===== src/rtl/core/tpd_pkg.sv =====
// Package of the touch report decoder: result codes, the report record passed
// from the front part to the back part, and the shared constants.
// No dependencies.
package tpd_pkg;

    localparam int unsigned TPD_REPORT_LEN   = 8;
    localparam int unsigned TPD_STORED_BYTES = TPD_REPORT_LEN - 1;
    localparam int unsigned TPD_POS_W        = $clog2(TPD_REPORT_LEN);
    localparam int unsigned TPD_QUEUE_DEPTH  = 2;

    localparam logic [7:0] TPD_ID_RESET  = 8'h52;
    localparam logic [7:0] TPD_KEY_BYTE  = 8'hff;

    // Result status; the front part only ever issues the first three, the back
    // part turns a valid touch into no coordinates when every held value is zero.
    typedef enum logic [1:0] {
        ST_TOUCH    = 2'd0,
        ST_BAD_ID   = 2'd1,
        ST_BAD_SUM  = 2'd2,
        ST_NO_COORD = 2'd3
    } t_status;

    typedef struct packed {
        t_status    cls;
        logic [7:0] xhyh;
        logic [7:0] xl;
        logic [7:0] yl;
        logic [7:0] dh;
        logic [7:0] dxl;
        logic [7:0] dyl;
    } t_report;

endpackage


===== src/rtl/core/touch_packet_decoder.sv =====
// Top level of the touch report decoder: front part, report queue, back part.
// Depends on tpd_pkg, tpd_front, tpd_queue and tpd_back.
//
//  Channel     | Direction | Contents
//  ------------+-----------+---------------------------------------------------
//  s_axis      | in        | one report byte per request, start flag in tuser
//  m_axis      | out       | one decoded result per eight-byte report
//  i_cfg_wr_*  | in        | write of the expected identifier byte
//
// One byte is taken per clock while the report queue has room. The eighth byte of
// a report is written into the report queue and then loaded into the back part's
// output register, where its result is presented. The queue holds QueueDepth
// reports; the input stalls whenever QueueDepth finished reports wait in the
// queue behind the output register.
// Reset is synchronous and active low; it clears the byte count, the running
// checksum, the held coordinates and the queue, and restores the identifier
// to its default.
module touch_packet_decoder #(
    parameter int unsigned QueueDepth = tpd_pkg::TPD_QUEUE_DEPTH
) (
    input  logic        i_clk,
    input  logic        i_rst_n,
    // Configuration: expected identifier byte.
    input  logic        i_cfg_wr_en,
    input  logic [7:0]  i_cfg_wr_data,
    // Input bytes.
    input  logic        s_axis_tvalid,
    output logic        s_axis_tready,
    input  logic [7:0]  s_axis_tdata,   // [7:0] data_byte
    input  logic [0:0]  s_axis_tuser,   // [0] packet_start
    // Decoded results.
    output logic        m_axis_tvalid,
    input  logic        m_axis_tready,
    output logic [63:0] m_axis_tdata,   // [7:0] key_code, [19:8] first_x,
                                        // [31:20] first_y, [47:32] second_x,
                                        // [63:48] second_y
    output logic [2:0]  m_axis_tuser    // [1:0] status, [2] key_frame
);
    import tpd_pkg::*;

    logic        w_push;
    t_report     w_front_report;
    logic        w_q_ready;
    logic        w_q_valid;
    t_report     w_q_report;
    logic        w_pop;
    t_status     w_status;
    logic        w_key_frame;
    logic [7:0]  w_key_code;
    logic [11:0] w_first_x;
    logic [11:0] w_first_y;
    logic [15:0] w_second_x;
    logic [15:0] w_second_y;

    // The front part collects bytes and classifies each finished report; it
    // only waits when the queue is full.
    tpd_front u_front (
        .i_clk         (i_clk),
        .i_rst_n       (i_rst_n),
        .i_cfg_wr_en   (i_cfg_wr_en),
        .i_cfg_wr_data (i_cfg_wr_data),
        .i_valid       (s_axis_tvalid),
        .i_byte        (s_axis_tdata),
        .i_start       (s_axis_tuser[0]),
        .i_q_ready     (w_q_ready),
        .o_ready       (s_axis_tready),
        .o_push        (w_push),
        .o_report      (w_front_report)
    );

    tpd_queue #(
        .Depth (QueueDepth)
    ) u_queue (
        .i_clk    (i_clk),
        .i_rst_n  (i_rst_n),
        .i_push   (w_push),
        .i_report (w_front_report),
        .i_pop    (w_pop),
        .o_ready  (w_q_ready),
        .o_valid  (w_q_valid),
        .o_report (w_q_report)
    );

    // The back part applies each report to the held coordinates in order and
    // loads its output register whenever that register is empty or draining.
    tpd_back u_back (
        .i_clk       (i_clk),
        .i_rst_n     (i_rst_n),
        .i_valid     (w_q_valid),
        .i_report    (w_q_report),
        .o_pop       (w_pop),
        .i_out_ready (m_axis_tready),
        .o_out_valid (m_axis_tvalid),
        .o_status    (w_status),
        .o_key_frame (w_key_frame),
        .o_key_code  (w_key_code),
        .o_first_x   (w_first_x),
        .o_first_y   (w_first_y),
        .o_second_x  (w_second_x),
        .o_second_y  (w_second_y)
    );

    assign m_axis_tdata = {w_second_y, w_second_x, w_first_y, w_first_x, w_key_code};
    assign m_axis_tuser = {w_key_frame, w_status};

    // A key frame is only ever reported for a report that passed both checks.
    a_key_frame_checked : assert property (@(posedge i_clk) disable iff (!i_rst_n)
        (m_axis_tvalid && m_axis_tuser[2]) |->
        ((m_axis_tuser[1:0] == ST_TOUCH) || (m_axis_tuser[1:0] == ST_NO_COORD)))
        else $error("key frame reported for a rejected report");

    // Without a key frame there is no key code.
    a_key_code_zero : assert property (@(posedge i_clk) disable iff (!i_rst_n)
        (m_axis_tvalid && !m_axis_tuser[2]) |-> (m_axis_tdata[7:0] == 8'd0))
        else $error("key code set outside a key frame");

    // A valid touch always carries at least one non-zero held coordinate.
    a_touch_has_coords : assert property (@(posedge i_clk) disable iff (!i_rst_n)
        (m_axis_tvalid && (m_axis_tuser[1:0] == ST_TOUCH)) |->
        (m_axis_tdata[63:8] != '0))
        else $error("valid touch reported with all coordinates zero");

    // A report leaving the queue is in the output register on the next cycle.
    a_pop_loads_output : assert property (@(posedge i_clk) disable iff (!i_rst_n)
        w_pop |=> m_axis_tvalid)
        else $error("report popped but no result presented");

endmodule


===== src/rtl/core/tpd_front.sv =====
// Front part of the touch report decoder: takes bytes, collects a report,
// checks identifier and checksum and hands a classified report to the queue.
// Depends on tpd_pkg.
module tpd_front (
    input  logic            i_clk,
    input  logic            i_rst_n,
    input  logic            i_cfg_wr_en,
    input  logic [7:0]      i_cfg_wr_data,
    input  logic            i_valid,
    input  logic [7:0]      i_byte,
    input  logic            i_start,
    input  logic            i_q_ready,
    output logic            o_ready,
    output logic            o_push,
    output tpd_pkg::t_report o_report
);
    import tpd_pkg::*;

    localparam logic [TPD_POS_W-1:0] LastPos = TPD_POS_W'(TPD_REPORT_LEN - 1);

    logic [7:0]           r_expected_id;
    logic [TPD_POS_W-1:0] r_pos;
    logic [TPD_POS_W-1:0] n_pos;
    logic [7:0]           r_sum;
    logic [7:0]           n_sum;
    logic [7:0]           r_bytes [0:TPD_STORED_BYTES-1];
    logic [TPD_POS_W-1:0] w_pos;
    logic                 w_accept;
    logic                 w_last;

    assign o_ready  = i_q_ready;
    assign w_accept = i_valid && i_q_ready;
    // A start flag restarts the count before the byte is placed.
    assign w_pos    = i_start ? '0 : r_pos;
    assign w_last   = (w_pos == LastPos);
    assign o_push   = w_accept && w_last;

    always_comb begin
        n_pos = r_pos;
        n_sum = r_sum;
        if (w_accept) begin
            if (w_last) begin
                n_pos = '0;
            end else begin
                n_pos = w_pos + 1'b1;
                n_sum = (w_pos == '0) ? i_byte : r_sum + i_byte;
            end
        end
    end

    always_comb begin
        o_report.xhyh = r_bytes[1];
        o_report.xl   = r_bytes[2];
        o_report.yl   = r_bytes[3];
        o_report.dh   = r_bytes[4];
        o_report.dxl  = r_bytes[5];
        o_report.dyl  = r_bytes[6];
        if (r_bytes[0] != r_expected_id) begin
            o_report.cls = ST_BAD_ID;
        end else if ((8'd0 - r_sum) != i_byte) begin
            o_report.cls = ST_BAD_SUM;
        end else begin
            o_report.cls = ST_TOUCH;
        end
    end

    always_ff @(posedge i_clk) begin
        if (!i_rst_n) begin
            r_expected_id <= TPD_ID_RESET;
            r_pos         <= '0;
            r_sum         <= '0;
        end else begin
            if (i_cfg_wr_en) begin
                r_expected_id <= i_cfg_wr_data;
            end
            r_pos <= n_pos;
            r_sum <= n_sum;
        end
    end

    always_ff @(posedge i_clk) begin
        if (w_accept && !w_last) begin
            r_bytes[w_pos] <= i_byte;
        end
    end

endmodule


===== src/rtl/core/tpd_queue.sv =====
// Short report queue between the front and back parts of the decoder.
// Depends on tpd_pkg.
module tpd_queue #(
    parameter int unsigned Depth = tpd_pkg::TPD_QUEUE_DEPTH
) (
    input  logic             i_clk,
    input  logic             i_rst_n,
    input  logic             i_push,
    input  tpd_pkg::t_report i_report,
    input  logic             i_pop,
    output logic             o_ready,
    output logic             o_valid,
    output tpd_pkg::t_report o_report
);
    import tpd_pkg::*;

    localparam int unsigned PtrW = (Depth > 1) ? $clog2(Depth) : 1;
    localparam int unsigned CntW = $clog2(Depth + 1);
    localparam logic [PtrW-1:0] LastSlot = PtrW'(Depth - 1);

    t_report         r_mem [0:Depth-1];
    logic [PtrW-1:0] r_wr_ptr;
    logic [PtrW-1:0] r_rd_ptr;
    logic [CntW-1:0] r_count;
    logic            w_push;
    logic            w_pop;

    assign o_ready  = (r_count != CntW'(Depth));
    assign o_valid  = (r_count != '0);
    assign o_report = r_mem[r_rd_ptr];
    assign w_push   = i_push && o_ready;
    assign w_pop    = i_pop && o_valid;

    always_ff @(posedge i_clk) begin
        if (!i_rst_n) begin
            r_wr_ptr <= '0;
            r_rd_ptr <= '0;
            r_count  <= '0;
        end else begin
            if (w_push) begin
                r_wr_ptr <= (r_wr_ptr == LastSlot) ? '0 : r_wr_ptr + 1'b1;
            end
            if (w_pop) begin
                r_rd_ptr <= (r_rd_ptr == LastSlot) ? '0 : r_rd_ptr + 1'b1;
            end
            if (w_push && !w_pop) begin
                r_count <= r_count + 1'b1;
            end else if (w_pop && !w_push) begin
                r_count <= r_count - 1'b1;
            end
        end
    end

    always_ff @(posedge i_clk) begin
        if (w_push) begin
            r_mem[r_wr_ptr] <= i_report;
        end
    end

endmodule


===== src/rtl/core/tpd_back.sv =====
// Back part of the touch report decoder: decodes a classified report, keeps
// the held coordinates and drives the registered result.
// Depends on tpd_pkg.
module tpd_back (
    input  logic             i_clk,
    input  logic             i_rst_n,
    input  logic             i_valid,
    input  tpd_pkg::t_report i_report,
    output logic             o_pop,
    input  logic             i_out_ready,
    output logic             o_out_valid,
    output tpd_pkg::t_status o_status,
    output logic             o_key_frame,
    output logic [7:0]       o_key_code,
    output logic [11:0]      o_first_x,
    output logic [11:0]      o_first_y,
    output logic [15:0]      o_second_x,
    output logic [15:0]      o_second_y
);
    import tpd_pkg::*;

    logic        r_out_valid;
    t_status     r_status;
    logic        r_key_frame;
    logic [7:0]  r_key_code;
    logic [11:0] r_fx;
    logic [11:0] r_fy;
    logic [15:0] r_sx;
    logic [15:0] r_sy;

    t_status     n_status;
    logic        n_key_frame;
    logic [7:0]  n_key_code;
    logic [11:0] n_fx;
    logic [11:0] n_fy;
    logic [15:0] n_sx;
    logic [15:0] n_sy;

    logic        w_is_key;
    logic        w_has_second;
    logic [11:0] w_dx;
    logic [11:0] w_dy;

    assign o_pop = i_valid && (!r_out_valid || i_out_ready);

    assign w_is_key = (i_report.xhyh == TPD_KEY_BYTE) && (i_report.xl == TPD_KEY_BYTE)
                   && (i_report.yl == TPD_KEY_BYTE) && (i_report.dh == TPD_KEY_BYTE)
                   && (i_report.dyl == TPD_KEY_BYTE);
    assign w_has_second = (i_report.dh != 8'd0) || (i_report.dxl != 8'd0)
                       || (i_report.dyl != 8'd0);
    assign w_dx = {i_report.dh[7:4], i_report.dxl};
    assign w_dy = {i_report.dh[3:0], i_report.dyl};

    always_comb begin
        n_fx        = r_fx;
        n_fy        = r_fy;
        n_sx        = r_sx;
        n_sy        = r_sy;
        n_key_frame = 1'b0;
        n_key_code  = 8'd0;
        n_status    = i_report.cls;
        if (i_report.cls == ST_TOUCH) begin
            if (w_is_key) begin
                n_key_frame = 1'b1;
                n_key_code  = i_report.dxl;
            end else begin
                n_fx = {i_report.xhyh[7:4], i_report.xl};
                n_fy = {i_report.xhyh[3:0], i_report.yl};
                if (w_has_second) begin
                    // Deltas are signed 12-bit values, sign-extended to 16 bits.
                    n_sx = {4'd0, n_fx} + {{4{w_dx[11]}}, w_dx};
                    n_sy = {4'd0, n_fy} + {{4{w_dy[11]}}, w_dy};
                end
            end
            if ((n_fx == '0) && (n_fy == '0) && (n_sx == '0) && (n_sy == '0)) begin
                n_status = ST_NO_COORD;
            end
        end
    end

    always_ff @(posedge i_clk) begin
        if (!i_rst_n) begin
            r_out_valid <= 1'b0;
            r_fx        <= '0;
            r_fy        <= '0;
            r_sx        <= '0;
            r_sy        <= '0;
        end else begin
            if (o_pop) begin
                r_out_valid <= 1'b1;
                r_fx        <= n_fx;
                r_fy        <= n_fy;
                r_sx        <= n_sx;
                r_sy        <= n_sy;
            end else if (i_out_ready) begin
                r_out_valid <= 1'b0;
            end
        end
    end

    always_ff @(posedge i_clk) begin
        if (o_pop) begin
            r_status    <= n_status;
            r_key_frame <= n_key_frame;
            r_key_code  <= n_key_code;
        end
    end

    assign o_out_valid = r_out_valid;
    assign o_status    = r_status;
    assign o_key_frame = r_key_frame;
    assign o_key_code  = r_key_code;
    assign o_first_x   = r_fx;
    assign o_first_y   = r_fy;
    assign o_second_x  = r_sx;
    assign o_second_y  = r_sy;

endmodule


===== config.mk =====
export PLATFORM = sky130hd
export DESIGN_NAME = touch_packet_decoder
export DESIGN_NICKNAME = d
export VERILOG_FILES = /design/src/rtl/core/tpd_pkg.sv /design/src/rtl/core/touch_packet_decoder.sv /design/src/rtl/core/tpd_front.sv /design/src/rtl/core/tpd_queue.sv /design/src/rtl/core/tpd_back.sv
export SDC_FILE = /design/constraint.sdc
export NUM_CORES = 1
export LEC_CHECK = 0
export ABC_AREA = 1
export BUFFER_PORTS_ARGS = -buffer_cell sky130_fd_sc_hd__buf_2
export CORE_UTILIZATION = 35
export DETAILED_ROUTE_END_ITERATION = 8
export PLACE_DENSITY_LB_ADDON = 0.08
export SETUP_SLACK_MARGIN = 0.4
export SYNTH_ARGS = -nofsm -noshare
export SYNTH_HDL_FRONTEND = slang
export SYNTH_SLANG_ARGS = --single-unit

===== constraint.sdc =====
create_clock -name i_clk -period 3.5 [get_ports i_clk]
set_input_delay 0 -clock i_clk [delete_from_list [all_inputs] [get_ports i_clk]]
set_output_delay 0 -clock i_clk [all_outputs]
set_load 0.01 [all_outputs]

==> metrics.txt, run 1 <==
Port-buffer cells 90; number of flops mapped to enable cells by yosys 167; vias 9,398; CP peak stage delay 0.40 ns; Layout Skew 0.0111 ns; final setup vio count 0; crit path max fanout 18; unrepaired setup endpoints after global routing false; yosys warns 0; gpl congestion 0.918; # IOs 91; worst hold path type input pin to register; post-route ant nets 0; Int Pwr 0.00691 W; post-route cell area 0.0149 sq mm; utilization after layout 0.442; Post-synth ARST share 0; nets 1,570; Worst Reg-to-Reg Cells 22; clock root buffer clkbuf_16; Max Buffers Root-to-Sink 3; GR Util All Layers 0.187; TritonCTS buffer count 29; outcome finished clean; register area share after synthesis 0.553; number of global-route vias before repair 8,951; most used cell, CP nand3_1; hold path endpoint u_front.r_expected_id[4]; WP data arrival 3.34 ns; Net Sw Power 0.00440 W; synthesized flop and latch total 248; Wirelength per Cell 17.1 um; switch share 0.389; share of cells above drive strength 1 0.173; total grt overflow 0; worst reg2reg endpoint u_back.o_status[1]; Main synth FF type edfxtp_1; Synthesized Nets 1,413; first-pass GRT wire length 51,300 um; largest net degree at the start of global routing 53; Worst-path clk slew 0.06 ns; Gate power share 0.443; 1st-iter DRT viols 605; reg2reg setup slack 0.56 ns; fillers 3,364; Core Box Area 0.0336 sq mm; Buf+Inv Stages, Crit Path 4; DP HPWL 23,600 um; Worst slew margin 0.631; chip height 187 um; Min-Delay Path Depth 4; initial antenna violation count 0; max-slew violations 0; total power 0.0113 W; Max Clock Freq 0.341 GHz; PwrDens 761 mW/mm^2; # diodes 0; DIE WIDTH 187 um; Leakage 6.30 nW; slew at the pin closest to its max-slew limit 0.538 ns; worst ir drop on vdd 0.000452 V; syn_area_per_cell 8.89 sq um; Crit path required time 3.91 ns; final hold vios 0; Area contributors post-synth edfxtp_1 (42%), dfxtp_1 (14%), nand2_1 (12%); CP Depth 22; Crit. End Element register; DRC 0; cells after synthesis 1,350; most common cell in the netlist nand2_1; final worst-path cycle share 0.839; die area 0.0350 sq mm; synthesized area 0.0120 sq mm; path type of the worst setup path register to register; crit-path cells buf_8 > inv_16 > nand2_1 > nand2_4 > ha_2 > inv_2 > fa_2 > inv_1 > nand3_1 > nand3_2 > nand3_1 > nand3_1 > nand2_1 > nand2_2 > nand3_1 > nand2_1 > nand3_1 > nor2_1 > nand3_1 > nor2_1 > nand2_1 > nand2_1; Area after DPL 0.0131 sq mm; Site Rows 67; Synth top cells by count nand2_1 (388), edfxtp_1 (167), inv_1 (144); family with the most delay on the worst path simple AND/OR/NAND/NOR gates; Synth area leader edfxtp_1; H-tree levels 1; startpoint types register; area share of the largest cell type after synthesis 0.418; DRT Pass-1 Iters 5; Clock Latency Late Sink 0.55 ns; Final min period 2.94 ns; Via-to-Cell Ratio 4.75; Clock Sink Count 248; max-cap violations 0; post-synthesis cell type count 44; initial cell density of the core 0.357; Seq pwr share 0.304; P&R area growth vs syn 23.8%; CP max-delay cell fa_2; HP Start i_cfg_wr_en; clock network power share 0.252; routed wire length 33,800 um; CTS tree yes
[what timing repair did]
action | CTS | global route
pin swaps | 0 | 6
endpoints found under the hold margin | 75 | 0
gates cloned | 0 | 6
hold buffers | 30 | 0
gates resized for setup | 4 | 91
endpoints found under the setup margin | 2 | 3
setup buffers | 0 | 9
[cell usage in the layout (no fill, tap or decap), types with 12 or more instances in the layout]
cell type      netlist  layout
nand3_1             68      66
nor2_1             137     129
xnor2_1             14      14
nand2_2             12      24
edfxtp_1           167     167
buf_4                7      37
ha_4                 0      15
xor2_1              24      23
o211ai_1            13      13
clkbuf_16            0      32
buf_2                8      90
inv_1              144     142
a21oi_1             71      66
o21ai_0             73      62
ha_1                38      20
dlygate4sd3_1        0      30
nor3_1              13      12
nand4_1             27      27
nand2_1            388     372
dfxtp_1             81      80
[sequential cells by signal, indices dropped and copies added (netlist names), named ones only]
register	flops
u_queue.r_wr_ptr	1
u_back.o_key_frame	1
u_front.r_expected_id	8
u_front.r_pos	3
u_queue.r_mem	100
u_back.o_key_code	8
u_back.o_second_x	16
u_front.r_sum	8
u_front.r_bytes	56
u_back.o_first_y	12
u_back.o_status	2
u_queue.r_rd_ptr	1
u_back.o_out_valid	1
u_back.o_second_y	16
u_queue.r_count	2
u_back.o_first_x	12
[worst register-to-register path, delay by kind of cell, from the launching register on]
| kind | cells | cell delay, ns |
|---|---|---|
| AND/OR/NAND/NOR | 16 | 1.40 |
| flip-flops | 1 | 0.39 |
| buffers and inverters | 4 | 0.41 |
| adder cells (fa/ha/maj) | 2 | 0.60 |
[logic make-up (layout without fill, tap and decap cells)]
group,Yosys count,count (layout),synth area share
compound gates,169,169,0.0757
flops,248,248,0.553
buf+inv,194,373,0.0697
xor+xnor,38,38,0.0277
fa+ha+maj,41,41,0.0446
mux,2,2,0.00167
simple gates,658,658,0.227
[through the flow]
step / hold slack, ns / setup WS [ns] / setup TNS [ns] / instances
CTS: 0.00231 / 0.411 / 0 / 1962
detailed placement: 0.218 / 0.334 / 0 / 1879
global route: 0.0660 / 0.363 / 0 / 1977
global placement: 0.214 / 0.333 / 0 / 1879
floorplan: 0.0989 / -0.200 / -19.98 / 1350
finish: 0.0127 / 0.564 / 0 / 1977
[power by group through the flow]
stage | registers, W | logic, W | clock network [W]
after floorplan | 0.00350 | 0.00300 | 0
after global placement | 0.00349 | 0.00422 | 0
after detailed placement | 0.00349 | 0.00422 | 0
after CTS | 0.00343 | 0.00427 | 0.00292
after global routing | 0.00346 | 0.00560 | 0.00304
final | 0.00344 | 0.00501 | 0.00285
[worst max-delay path by stage]
stage | from | end | slack, ns
after global placement | register | u_back.o_status[0] | 0.33
after global routing | register | u_back.o_status[1] | 0.36
final | register | u_back.o_status[1] | 0.56
after detailed placement | register | u_back.o_status[1] | 0.33
after CTS | register | u_back.o_status[1] | 0.41
after floorplan | u_front.r_pos[0] | u_queue.r_mem[0][0] | -0.20
[layer usage]
metal | routed length [um] | part of all wire | global-route usage | vias up
li1 | - | - | - | 4774
met1 | 15800 | 0.47 | 0.263 | 4332
met2 | 15500 | 0.46 | 0.299 | 245
met3 | 1540 | 0.045 | 0.0244 | 47
met4 | 1060 | 0.031 | 0.0561 | 0
met5 | 0 | 0 | 0 | -
[layout make-up]
cell class / count / area (sq um) / area share
Clock buffer: 37 / 756 / 0.0509
Timing Repair Buffer: 169 / 1260 / 0.0849
Inverter: 149 / 572 / 0.0385
Tap cell: 448 / 561 / 0.0377
Timing Repair inverter: 2 / 28.8 / 0.00194
Clock inverter: 16 / 138 / 0.00927
Multi-Input combinational cell: 908 / 4890 / 0.330
Sequential cell: 248 / 6640 / 0.447
Power figures use the tool's default switching activity.
==> inputs of run 2 (changes only) <==
clock period = 3 ns   (was 3.5 ns; I/O delays follow)
==> metrics.txt, run 2 (same netlist as run 1, synthesis figures left out) <==
post-route ant nets 0 (unchanged); outcome finished clean; most frequent cells in the layout nand2_1 (316), edfxtp_1 (167), inv_1 (128); WP data arrival 3.09 ns (-0.25 ns); gpl congestion 0.888 (-3.3%); Top reg by flops u_queue.r_mem; DRT Pass-1 Iters 5 (unchanged); initial antenna violation count 0 (unchanged); CTS tree yes; Clock Latency Late Sink 0.54 ns (about the same); TritonCTS buffer count 29 (unchanged); first-pass GRT wire length 52,700 um (+2.8%); clock root buffer clkbuf_16; crit-path cells buf_12 > inv_8 > clkbuf_16 > nand2_1 > nand2_2 > ha_4 > buf_4 > nand3_1 > nor3_1 > nand2_1 > nand3_1 > nand4_1 > nand3_2 > nor2_2 > nand3_1 > nor2_1 > nand2_1 > nand2_1; utilization after layout 0.481 (+0.0390); Clock Sink Count 248 (unchanged); nets 1,640 (+4.5%); PwrDens 914 mW/mm^2 (+20%); Hold Slack 0.0179 ns (+0.00525 ns); share of cells above drive strength 1 0.285 (+0.112); H-tree levels 1 (unchanged); Site Rows 67 (unchanged); Max Buffers Root-to-Sink 3 (unchanged); Largest register FFs 100 (unchanged); Layout Skew 0.0132 ns (+0.00213 ns); setup TNS 0 ns (unchanged); max-cap violations 0 (unchanged); most used cell, CP nand2_1; worst ir drop on vdd 0.000508 V (+12%); # diodes 0 (unchanged); CP max-delay cell dfxtp_4; crit path max fanout 9 (-9); routed wire length 35,200 um (+3.9%); reg2reg setup slack 0.19 ns (-0.38 ns); GR Util All Layers 0.193 (+0.00653); Worst slew margin 0.528 (-0.104); max-slew violations 0 (unchanged); final setup vio count 0 (unchanged); most common cell after layout, fill and taps aside nand2_1; worst reg2reg endpoint u_back.o_status[1]; Placement Setup Slack -0.00141 ns (-0.336 ns); Port-buffer cells 90 (unchanged); startpoint types register; total grt overflow 0 (unchanged); Worst Reg-to-Reg Cells 18 (-18%); Via-to-Cell Ratio 4.75 (about the same); Worst Setup EP u_back.o_status[1]; DRC 0 (unchanged); Core Box Area 0.0336 sq mm (unchanged); biggest regs u_queue.r_mem: 100 flops, u_front.r_bytes: 56 flops; vias 9,729 (+3.5%); final hold vios 0 (unchanged); Crit path required time 3.28 ns (-0.63 ns); Final min period 2.81 ns (-0.122 ns); chip height 187 um (unchanged); # IOs 91 (unchanged); slew at the pin closest to its max-slew limit 0.704 ns (+0.166 ns); Wirelength per Cell 17.2 um (+0.35%); die area 0.0350 sq mm (unchanged); path type of the worst setup path register to register; initial cell density of the core 0.357 (unchanged); DP HPWL 24,300 um (+3.0%); 1st-iter DRT viols 499 (-18%); Crit. End Element register; Worst-path clk slew 0.06 ns (about the same); final worst-path cycle share 0.938 (+0.0993); worst hold path type input pin to register; Leakage 6.83 nW (+8.5%); number of global-route vias before repair 9,098 (+1.6%); largest net degree at the start of global routing 53 (unchanged); P&R area growth vs syn 34.7%; DIE WIDTH 187 um (unchanged); Max Clock Freq 0.355 GHz (+4.3%); unrepaired setup endpoints after global routing true; fillers 3,187 (-5.3%); CP peak stage delay 0.38 ns (-0.02 ns); Final WS setup 0.185 ns (-0.378 ns); total power 0.0148 W (+31%)
run 2: area by class of cell:
cell class	count	area, sq um	area share
sequential	248	6640	0.411
clock inverter	17	150	0.00929
timing repair buffer	239	2020	0.125
timing repair inverter	2	20.0	0.00124
multi-input combinational	908	5400	0.334
tap	448	561	0.0347
inverter	149	589	0.0365
clock buffer	36	782	0.0484
run 2: per-layer routing:
metal / vias up / track usage / part of all wire
met5: - / 0 / 0
met4: 0 / 0.0653 / 0.029
met3: 48 / 0.0295 / 0.044
met2: 232 / 0.309 / 0.47
met1: 4520 / 0.268 / 0.46
li1: 4929 / - / -
run 2: through the flow:
| step | area (sq um) | std cells |
|---|---|---|
| floorplan | 12100 | 1350 |
| global placement | 13400 | 1914 |
| detailed placement | 13400 | 1914 |
| finish | 16200 | 2047 |
| CTS | 15000 | 2000 |
| global route | 16200 | 2047 |
run 2: where the power goes:
part | leakage, nW | internal (W) | switching (W)
registers | 2.17 | 0.00387 | 0.000124
logic | 4.22 | 0.00314 | 0.00423
clock network | 0.442 | 0.00202 | 0.00138
total | 6.83 | 0.00903 | 0.00573
run 2: critical path, delay by kind of cell (launching register included):
kind                       cells  cell delay [ns]
and+or+nand+nor               13             1.38
buffers and inverters          4             0.47
DFF                            1             0.38
adders and majority gates      1             0.31
run 2: what timing repair did:
action / CTS / global route
endpoints found under the setup margin: 17 / 39
cloned: 2 / 10
pin swaps: 9 / 84
gates resized for setup: 52 / 189
hold buffers: 27 / 0
buffers inserted: 4 / 37
hold endpoints to repair: 73 / 0
run 2: worst min path at each step:
stage | slack [ns] | depth (start not counted) | end | start
finish | 0.02 | 4 | u_front.r_expected_id[6] | i_cfg_wr_en
global route | 0.02 | 3 | u_front.r_expected_id[6] | i_rst_n
CTS | 0.0007 | 3 | u_front.r_expected_id[6] | i_rst_n
detailed placement | 0.22 | 3 | u_front.r_expected_id[1] | i_cfg_wr_data[1]
global placement | 0.22 | 3 | u_front.r_expected_id[2] | i_cfg_wr_data[2]
floorplan | 0.1 | 0 | u_front.r_bytes[0][0] | s_axis_tdata[0]
